`src/jbq_pkg.sv`:
```
// shared constants, quantization tables and stage payload types for the block quantizer
package jbq_pkg;

  localparam int BLOCK_SIZE  = 8;
  localparam int BLOCK_AREA  = BLOCK_SIZE * BLOCK_SIZE;
  localparam int POS_W       = 6;
  localparam int VALUE_W     = 16;
  localparam int RESULT_W    = 23;
  localparam int Q_W         = 7;
  localparam int MAG_W       = 16;
  // numerator after the divide by 32 folded into a shift
  localparam int NUM_W       = 12;
  localparam int RECIP_SHIFT = 16;
  localparam int RECIP_ONE   = 1 << RECIP_SHIFT;
  localparam int RECIP_W     = 13;
  localparam int PROD_W      = NUM_W + RECIP_W;
  localparam int LEVEL_W     = 8;
  localparam int BACK_W      = LEVEL_W + Q_W;
  localparam int TDATA_IN_W  = 24;
  localparam int TDATA_OUT_W = 24;
  localparam int TUSER_IN_W  = 2;

  typedef enum logic {
    OP_QUANT   = 1'b0,
    OP_DEQUANT = 1'b1
  } op_t;

  localparam logic TABLE_CHROMA = 1'b0;
  localparam logic TABLE_LUMA   = 1'b1;

  localparam logic [Q_W-1:0] LUMA_Q [BLOCK_AREA] = '{
    7'd16, 7'd11, 7'd10, 7'd16, 7'd24, 7'd40, 7'd51, 7'd61,
    7'd12, 7'd12, 7'd14, 7'd19, 7'd26, 7'd58, 7'd60, 7'd55,
    7'd14, 7'd13, 7'd16, 7'd24, 7'd40, 7'd57, 7'd69, 7'd56,
    7'd14, 7'd17, 7'd22, 7'd29, 7'd51, 7'd87, 7'd80, 7'd82,
    7'd18, 7'd22, 7'd37, 7'd56, 7'd68, 7'd109, 7'd103, 7'd77,
    7'd24, 7'd35, 7'd55, 7'd64, 7'd81, 7'd104, 7'd113, 7'd92,
    7'd49, 7'd64, 7'd78, 7'd87, 7'd103, 7'd121, 7'd120, 7'd101,
    7'd72, 7'd92, 7'd95, 7'd98, 7'd112, 7'd100, 7'd103, 7'd99
  };

  localparam logic [Q_W-1:0] CHROMA_Q [BLOCK_AREA] = '{
    7'd17, 7'd18, 7'd24, 7'd47, 7'd99, 7'd99, 7'd99, 7'd99,
    7'd18, 7'd21, 7'd26, 7'd66, 7'd99, 7'd99, 7'd99, 7'd99,
    7'd24, 7'd26, 7'd56, 7'd99, 7'd99, 7'd99, 7'd99, 7'd99,
    7'd47, 7'd66, 7'd99, 7'd99, 7'd99, 7'd99, 7'd99, 7'd99,
    7'd99, 7'd99, 7'd99, 7'd99, 7'd99, 7'd99, 7'd99, 7'd99,
    7'd99, 7'd99, 7'd99, 7'd99, 7'd99, 7'd99, 7'd99, 7'd99,
    7'd99, 7'd99, 7'd99, 7'd99, 7'd99, 7'd99, 7'd99, 7'd99,
    7'd99, 7'd99, 7'd99, 7'd99, 7'd99, 7'd99, 7'd99, 7'd99
  };

  // operands after table lookup
  typedef struct packed {
    op_t                        op;
    logic                       neg;
    logic [Q_W-1:0]             q;
    logic [NUM_W-1:0]           num;
    logic [RECIP_W-1:0]         recip;
    logic signed [VALUE_W-1:0]  value;
  } prep_t;

  // quotient estimate and dequantized product
  typedef struct packed {
    op_t                        op;
    logic                       neg;
    logic [Q_W-1:0]             q;
    logic [NUM_W-1:0]           num;
    logic [LEVEL_W-1:0]         est;
    logic signed [RESULT_W-1:0] deq;
  } est_t;

  // estimate with its correction bit
  typedef struct packed {
    op_t                        op;
    logic                       neg;
    logic [LEVEL_W-1:0]         est;
    logic                       bump;
    logic signed [RESULT_W-1:0] deq;
  } fix_t;

endpackage

```
`src/jbq_prep.sv`:
```
// first stage: table lookup, magnitude and rounding numerator
module jbq_prep (
  input  logic                          clk,
  input  logic                          rst,
  input  logic                          in_valid,
  output logic                          in_ready,
  input  jbq_pkg::op_t                  in_op,
  input  logic                          in_table,
  input  logic [jbq_pkg::POS_W-1:0]     in_position,
  input  logic signed [jbq_pkg::VALUE_W-1:0] in_value,
  output logic                          out_valid,
  input  logic                          out_ready,
  output jbq_pkg::prep_t                out
);
  import jbq_pkg::*;

  logic [RECIP_W-1:0] recip_luma   [BLOCK_AREA];
  logic [RECIP_W-1:0] recip_chroma [BLOCK_AREA];
  logic [Q_W-1:0]     q;
  logic [RECIP_W-1:0] recip;
  logic               neg;
  logic [MAG_W-1:0]   mag;
  logic [MAG_W:0]     sum;
  prep_t              prep;

  // truncated reciprocals of every table entry, fixed at elaboration
  for (genvar i = 0; i < BLOCK_AREA; i++) begin : g_recip
    localparam int RecipLuma   = RECIP_ONE / int'(LUMA_Q[i]);
    localparam int RecipChroma = RECIP_ONE / int'(CHROMA_Q[i]);
    assign recip_luma[i]   = RECIP_W'(RecipLuma);
    assign recip_chroma[i] = RECIP_W'(RecipChroma);
  end

  // table entry and its reciprocal
  always_comb begin
    if (in_table == TABLE_LUMA) begin
      q     = LUMA_Q[in_position];
      recip = recip_luma[in_position];
    end else begin
      q     = CHROMA_Q[in_position];
      recip = recip_chroma[in_position];
    end
  end

  // (2|v| + 16q) / 32 reduces to (|v| + 8q) >> 4 under the outer floor
  assign neg = in_value[VALUE_W-1];
  assign mag = neg ? MAG_W'(-in_value) : MAG_W'(in_value);
  assign sum = {1'b0, mag} + (MAG_W+1)'({q, 3'b000});

  always_comb begin
    prep.op    = in_op;
    prep.neg   = neg;
    prep.q     = q;
    prep.num   = sum[NUM_W+3:4];
    prep.recip = recip;
    prep.value = in_value;
  end

  assign in_ready = !out_valid || out_ready;

  // stage register
  always_ff @(posedge clk) begin
    if (rst) begin
      out_valid <= 1'b0;
    end else if (in_ready) begin
      out_valid <= in_valid;
    end
  end

  always_ff @(posedge clk) begin
    if (in_valid && in_ready) begin
      out <= prep;
    end
  end

endmodule

```
`src/jbq_mult.sv`:
```
// second stage: reciprocal multiply for the quotient estimate, level times entry
module jbq_mult (
  input  logic           clk,
  input  logic           rst,
  input  logic           in_valid,
  output logic           in_ready,
  input  jbq_pkg::prep_t in,
  output logic           out_valid,
  input  logic           out_ready,
  output jbq_pkg::est_t  out
);
  import jbq_pkg::*;

  logic [PROD_W-1:0]          prod;
  logic signed [RESULT_W-1:0] deq;
  est_t                       est;

  // estimate is the true quotient or one below it
  assign prod = PROD_W'(in.num) * PROD_W'(in.recip);

  assign deq = $signed({{(RESULT_W-VALUE_W){in.value[VALUE_W-1]}}, in.value})
             * $signed({{(RESULT_W-Q_W){1'b0}}, in.q});

  always_comb begin
    est.op  = in.op;
    est.neg = in.neg;
    est.q   = in.q;
    est.num = in.num;
    est.est = prod[RECIP_SHIFT +: LEVEL_W];
    est.deq = deq;
  end

  assign in_ready = !out_valid || out_ready;

  // stage register
  always_ff @(posedge clk) begin
    if (rst) begin
      out_valid <= 1'b0;
    end else if (in_ready) begin
      out_valid <= in_valid;
    end
  end

  always_ff @(posedge clk) begin
    if (in_valid && in_ready) begin
      out <= est;
    end
  end

endmodule

```
`src/jbq_fix.sv`:
```
// third stage: remainder check that corrects the quotient estimate
module jbq_fix (
  input  logic          clk,
  input  logic          rst,
  input  logic          in_valid,
  output logic          in_ready,
  input  jbq_pkg::est_t in,
  output logic          out_valid,
  input  logic          out_ready,
  output jbq_pkg::fix_t out
);
  import jbq_pkg::*;

  logic [BACK_W-1:0] back;
  logic [BACK_W-1:0] rem;
  fix_t              fix;

  // remainder of the estimate, bumped when it reaches the divisor
  assign back = BACK_W'(in.est) * BACK_W'(in.q);
  assign rem  = BACK_W'(in.num) - back;

  always_comb begin
    fix.op   = in.op;
    fix.neg  = in.neg;
    fix.est  = in.est;
    fix.bump = (rem >= BACK_W'(in.q));
    fix.deq  = in.deq;
  end

  assign in_ready = !out_valid || out_ready;

  // stage register
  always_ff @(posedge clk) begin
    if (rst) begin
      out_valid <= 1'b0;
    end else if (in_ready) begin
      out_valid <= in_valid;
    end
  end

  always_ff @(posedge clk) begin
    if (in_valid && in_ready) begin
      out <= fix;
    end
  end

endmodule

```
`src/jpeg_block_quantizer.sv`:
```
// top level of the 8x8 block quantizer and dequantizer
//
// One coefficient or level enters per beat on the slave stream, with its
// row-major position in the 8x8 block, the table choice and the operation.
// Quantize divides a coefficient carrying 4 fractional bits by the luma or
// chroma table entry and rounds half away from zero; dequantize multiplies
// an integer level by the entry. One result beat leaves per input beat, in
// order, on the master stream.
// An input beat passes through lookup, reciprocal multiply, remainder
// correction and the output register. Throughput is one beat per cycle
// while the receiver keeps m_tready high, set by the four-stage pipeline
// where every stage takes a new item each cycle unless it is stalled.
// When the receiver stalls, the result holds in the output register and
// the earlier stages keep filling until all four are full; only then does
// s_tready drop. Empty stages never hold up the input.
// Reset clears the stage valid bits; the block keeps no other state.
module jpeg_block_quantizer (
  input  logic                               clk,
  input  logic                               rst,
  input  logic                               s_tvalid,
  output logic                               s_tready,
  // position [5:0], value [21:6], zero [23:22]
  input  logic [jbq_pkg::TDATA_IN_W-1:0]     s_tdata,
  // opcode [0], table_select [1]
  input  logic [jbq_pkg::TUSER_IN_W-1:0]     s_tuser,
  output logic                               m_tvalid,
  input  logic                               m_tready,
  // result [22:0], zero [23]
  output logic [jbq_pkg::TDATA_OUT_W-1:0]    m_tdata
);
  import jbq_pkg::*;

  logic                       prep_valid;
  logic                       prep_ready;
  prep_t                      prep;
  logic                       est_valid;
  logic                       est_ready;
  est_t                       est;
  logic                       fix_valid;
  logic                       fix_ready;
  fix_t                       fix;
  logic [LEVEL_W-1:0]         level;
  logic signed [RESULT_W-1:0] quant;
  logic signed [RESULT_W-1:0] result_next;
  logic signed [RESULT_W-1:0] result;
  op_t                        out_op;

  jbq_prep u_prep (
    .clk         (clk),
    .rst         (rst),
    .in_valid    (s_tvalid),
    .in_ready    (s_tready),
    .in_op       (op_t'(s_tuser[0])),
    .in_table    (s_tuser[1]),
    .in_position (s_tdata[POS_W-1:0]),
    .in_value    ($signed(s_tdata[POS_W +: VALUE_W])),
    .out_valid   (prep_valid),
    .out_ready   (prep_ready),
    .out         (prep)
  );

  jbq_mult u_mult (
    .clk       (clk),
    .rst       (rst),
    .in_valid  (prep_valid),
    .in_ready  (prep_ready),
    .in        (prep),
    .out_valid (est_valid),
    .out_ready (est_ready),
    .out       (est)
  );

  jbq_fix u_fix (
    .clk       (clk),
    .rst       (rst),
    .in_valid  (est_valid),
    .in_ready  (est_ready),
    .in        (est),
    .out_valid (fix_valid),
    .out_ready (fix_ready),
    .out       (fix)
  );

  // corrected level with the coefficient sign applied
  assign level       = fix.est + LEVEL_W'(fix.bump);
  assign quant       = fix.neg ? -$signed(RESULT_W'(level)) : $signed(RESULT_W'(level));
  assign result_next = (fix.op == OP_DEQUANT) ? fix.deq : quant;

  assign fix_ready = !m_tvalid || m_tready;

  // output register
  always_ff @(posedge clk) begin
    if (rst) begin
      m_tvalid <= 1'b0;
    end else if (fix_ready) begin
      m_tvalid <= fix_valid;
    end
  end

  always_ff @(posedge clk) begin
    if (fix_valid && fix_ready) begin
      result <= result_next;
      out_op <= fix.op;
    end
  end

  assign m_tdata = {{(TDATA_OUT_W-RESULT_W){1'b0}}, result};

  // a ready receiver never backs up the pipeline
  a_ready_through: assert property (@(posedge clk) disable iff (rst)
    m_tready |-> s_tready)
    else $error("input stalled while the receiver was ready");

  // input only stalls when every stage holds an item
  a_full_stall: assert property (@(posedge clk) disable iff (rst)
    !s_tready |-> (m_tvalid && !m_tready && prep_valid && est_valid && fix_valid))
    else $error("input stalled with a free pipeline stage");

  // quantized levels stay within the table-limited range
  a_level_range: assert property (@(posedge clk) disable iff (rst)
    (m_tvalid && out_op == OP_QUANT) |->
      (result <= 23'sd205 && result >= -23'sd205))
    else $error("quantized level out of range");

  // reset empties the output register
  a_reset_empty: assert property (@(posedge clk)
    rst |=> !m_tvalid)
    else $error("result valid right after reset");

endmodule

```
`config.mk`:
```
export PLATFORM = sky130hd
export DESIGN_NAME = jpeg_block_quantizer
export DESIGN_NICKNAME = d
export VERILOG_FILES = /design/src/jbq_pkg.sv /design/src/jbq_prep.sv /design/src/jbq_mult.sv /design/src/jbq_fix.sv /design/src/jpeg_block_quantizer.sv
export SDC_FILE = /design/constraint.sdc
export NUM_CORES = 1
export LEC_CHECK = 0
export ABC_AREA = 1
export BUFFER_PORTS_ARGS = -buffer_cell sky130_fd_sc_hd__buf_2
export CAP_MARGIN = 10
export CORE_MARGIN = 2
export CORE_UTILIZATION = 45
export CTS_CLUSTER_DIAMETER = 200
export CTS_CLUSTER_SIZE = 14
export DETAILED_ROUTE_END_ITERATION = 10
export GPL_TIMING_DRIVEN = 1
export PLACE_DENSITY = 0.66
export SYNTH_ARGS = -nofsm -noshare
export SYNTH_HDL_FRONTEND = slang
export SYNTH_SLANG_ARGS = --single-unit
```
`constraint.sdc`:
```
create_clock -name clk -period 11 [get_ports clk]
set_input_delay 2.2 -clock clk [delete_from_list [all_inputs] [get_ports clk]]
set_output_delay 2.2 -clock clk [all_outputs]
set_load 0.01 [all_outputs]
```
==> impl_metrics.tcl <==
set metrics [dict create \
    cts_buffer_depth 2 \
    cap_violations 0 \
    min-delay-start "u_mult.out[5]" \
    slew_headroom 0.258 \
    port_buffers 52 \
    tritoncts "built" \
    wirelength_um 49100 \
    ios 56 \
    start_kind "input pin" \
    synth-edff-count 158 \
    final_cell_mix "642 x nand2_1, 596 x inv_1, 233 x fa_1, 165 x ha_1, 158 x edfxtp_1" \
    grt_pass1_wl_um 82700 \
    required_ps 11190 \
    dieArea_um2 46100 \
    ys_types 59 \
    crit_family "simple AND/OR/NAND/NOR gates" \
    cts-root-buf "clkbuf_16" \
    hpwl_um 38800 \
    final_common_cell "nand2_1" \
    synth_nets 2907 \
    critPathBufInv 4 \
    synthArstFlopShare 0 \
    cts_resized 0 \
    post_drt_wl_per_cell_um 15.9 \
    drcViolationCount 0 \
    fin_crit_ps 5580 \
    drive_gt1_frac 0.0473 \
    cts-buffers-inserted 17 \
    gp_congestion 0.958 \
    area_growth_pct 6.46 \
    finalHoldViolCount 0 \
    clock-sinks 162 \
    ff_latch_area_um2 4820 \
    rows 77 \
    post_cts_buffers 0 \
    r2r_cells 20 \
    antenna_found_initial 0 \
    yosys_warnings 0 \
    min_to "u_fix.out[5]" \
    worstHoldPathType "reg2reg" \
    n_fill_cell 4159 \
    worstSkewPairLatency_ps 440 \
    die_x_um 215 \
    max_freq_mhz 179 \
    tightest_slew_ps 1110 \
    fin_tns_setup_ps 0 \
    drt_iter0_drc 1286 \
    synthCells 2479 \
    dr.pass1.iters 7 \
    r2r-end "u_mult.out[29]" \
    hold_slack_ps 415 \
    num_antenna_cells 0 \
    timing.reg2reg.setup_slack_ps 5560 \
    cp_common_cell "nand2_1" \
    grt.total_usage 0.222 \
    avgViaCountPerCell 5.18 \
    cp_max_fo 53 \
    fin_skew_ps 14.7 \
    path_class "in2reg" \
    synth-seq-area-share 0.241 \
    drv_slew 0 \
    multiInputGateArea_um2 12600 \
    syn_area_um2 20000 \
    min_period_over_period 0.507 \
    setup.worst_path.end_class "flip-flop" \
    synth_ff_type "edfxtp_1" \
    vias 16000 \
    grt_max_degree 54 \
    die_h_um 215 \
    core_um2 44000 \
    rsz0062_at_grt "no" \
    overflow 0 \
    slowest_delay_ps 480 \
    cp_slowest_cell "buf_4" \
    cp.arrival_ps 5770 \
    ant_nets 0 \
    finalSetupViolations 0 \
    status "finished clean" \
    grt_pass1_vias 16700 \
    r2r_start "u_prep.out[20]" \
    holdPathStages 0 \
    fin_util 0.484 \
    hold_buffers 0 \
    synth_seq_cells 162 \
    initial_utilization 0.454 \
    syn_avg_cell_area_um2 8.07 \
    cts.reportedPaths.clkPinSlew_ps 70 \
    worstPathCellList "buf_2 -> buf_4 -> inv_2 -> nand2_1 -> inv_1 -> nand2_1 -> a21oi_1 -> nor3_1 -> o21ai_1 -> ha_1 -> nand2_1 -> o21ai_0 -> a31oi_1 -> or2_2 -> nand3b_1 -> nand2_1" \
    final_nets 2909 \
    htreeDepth 4 \
]
==> worst max path at each step <==
stage                         from        endpoint  cells past startpoint  slack (ps)
floorplan                 m_tready   u_prep.out[0]                      8        5920
global placement        s_tdata[3]  u_prep.out[37]                     16        5000
detailed placement      s_tdata[1]  u_prep.out[37]                     17        5090
CTS                       m_tready        s_tready                     10        5480
global route        u_prep.out[20]  u_mult.out[29]                     21        5180
finish                  s_tdata[3]  u_prep.out[37]                     16        5420
==> state kept, by name (all words and copies together), names as in the netlist <==
| register | flops |
|---|---|
| result | 23 |
| u_mult.out | 52 |
| m_tvalid | 1 |
| u_mult.out_valid | 1 |
| u_prep.out_valid | 1 |
| u_prep.out | 49 |
| u_fix.out | 34 |
| u_fix.out_valid | 1 |
==> cell families after synthesis <==
| family | count (synthesis) | synth area share |
|---|---|---|
| compound gates | 261 | 0.0753 |
| xor+xnor | 72 | 0.0315 |
| fa+ha+maj | 398 | 0.336 |
| buf+inv | 676 | 0.130 |
| flops | 162 | 0.241 |
| other cells | 1 | 0.000187 |
| simple gates | 909 | 0.186 |
==> cell usage after synthesis (2+ instances only) <==
| cell | count | area (µm²) |
|---|---|---|
| edfxtp_1 | 158 | 4740 |
| xor2_1 | 45 | 394 |
| a21o_1 | 11 | 82.6 |
| nand2_2 | 7 | 43.8 |
| nor3_1 | 17 | 85.1 |
| a21oi_1 | 95 | 475 |
| buf_4 | 6 | 45.0 |
| clkbuf_1 | 53 | 199 |
| or2_1 | 3 | 18.8 |
| nor2_1 | 124 | 465 |
| o311ai_0 | 2 | 17.5 |
| buf_1 | 2 | 7.51 |
| a211oi_1 | 2 | 15.0 |
| nand4_1 | 9 | 56.3 |
| xnor2_1 | 27 | 236 |
| or2_2 | 2 | 12.5 |
| nand3_1 | 79 | 395 |
| dfxtp_1 | 4 | 80.1 |
| fa_1 | 233 | 4660 |
| a41oi_1 | 2 | 17.5 |
| inv_2 | 6 | 22.5 |
| ha_1 | 165 | 2060 |
| nand4_2 | 2 | 25.0 |
| o22ai_1 | 3 | 18.8 |
| o31ai_1 | 6 | 45.0 |
| nand3b_1 | 6 | 45.0 |
| nand3_2 | 6 | 60.1 |
| a31oi_1 | 10 | 62.6 |
| buf_6 | 3 | 33.8 |
| o21bai_1 | 5 | 37.5 |
| inv_1 | 597 | 2240 |
| nand2_1 | 642 | 2410 |
| o21ai_0 | 81 | 405 |
| o21a_1 | 3 | 22.5 |
| a32o_1 | 2 | 20.0 |
| nor4_1 | 2 | 12.5 |
| buf_2 | 8 | 40.0 |
| nor2_2 | 4 | 25.0 |
| o21ai_1 | 13 | 65.1 |
| o211ai_1 | 15 | 113 |
==> through the flow <==
step | setup slack, ps | cells | cell area (µm²)
floorplan | 5920 | 2479 | 20000
global placement | 5000 | 3054 | 20700
detailed placement | 5090 | 3054 | 20700
CTS | 5480 | 3086 | 21300
global route | 5180 | 3086 | 21300
finish | 5420 | 3086 | 21300
==> routing by layer <==
layer  share of wire  vias to the layer above  GRT usage
li1                -                     7600          -
met1            0.44                     7715      0.297
met2            0.47                      580      0.368
met3           0.059                      101     0.0303
met4           0.031                        0     0.0836
met5               0                        -          0
==> layout make-up <==
class | count | share of cell area
multi-input cells | 1641 | 0.591
flip-flops and latches | 162 | 0.227
inverters | 604 | 0.106
well taps | 592 | 0.0348
clock buffers | 18 | 0.0202
repair buffers | 55 | 0.0133
clock inverters | 14 | 0.00723
Power is left out: the tool's default activity adds up to more than one toggle a clock period on the data nets, which glitch-free logic cannot reach.
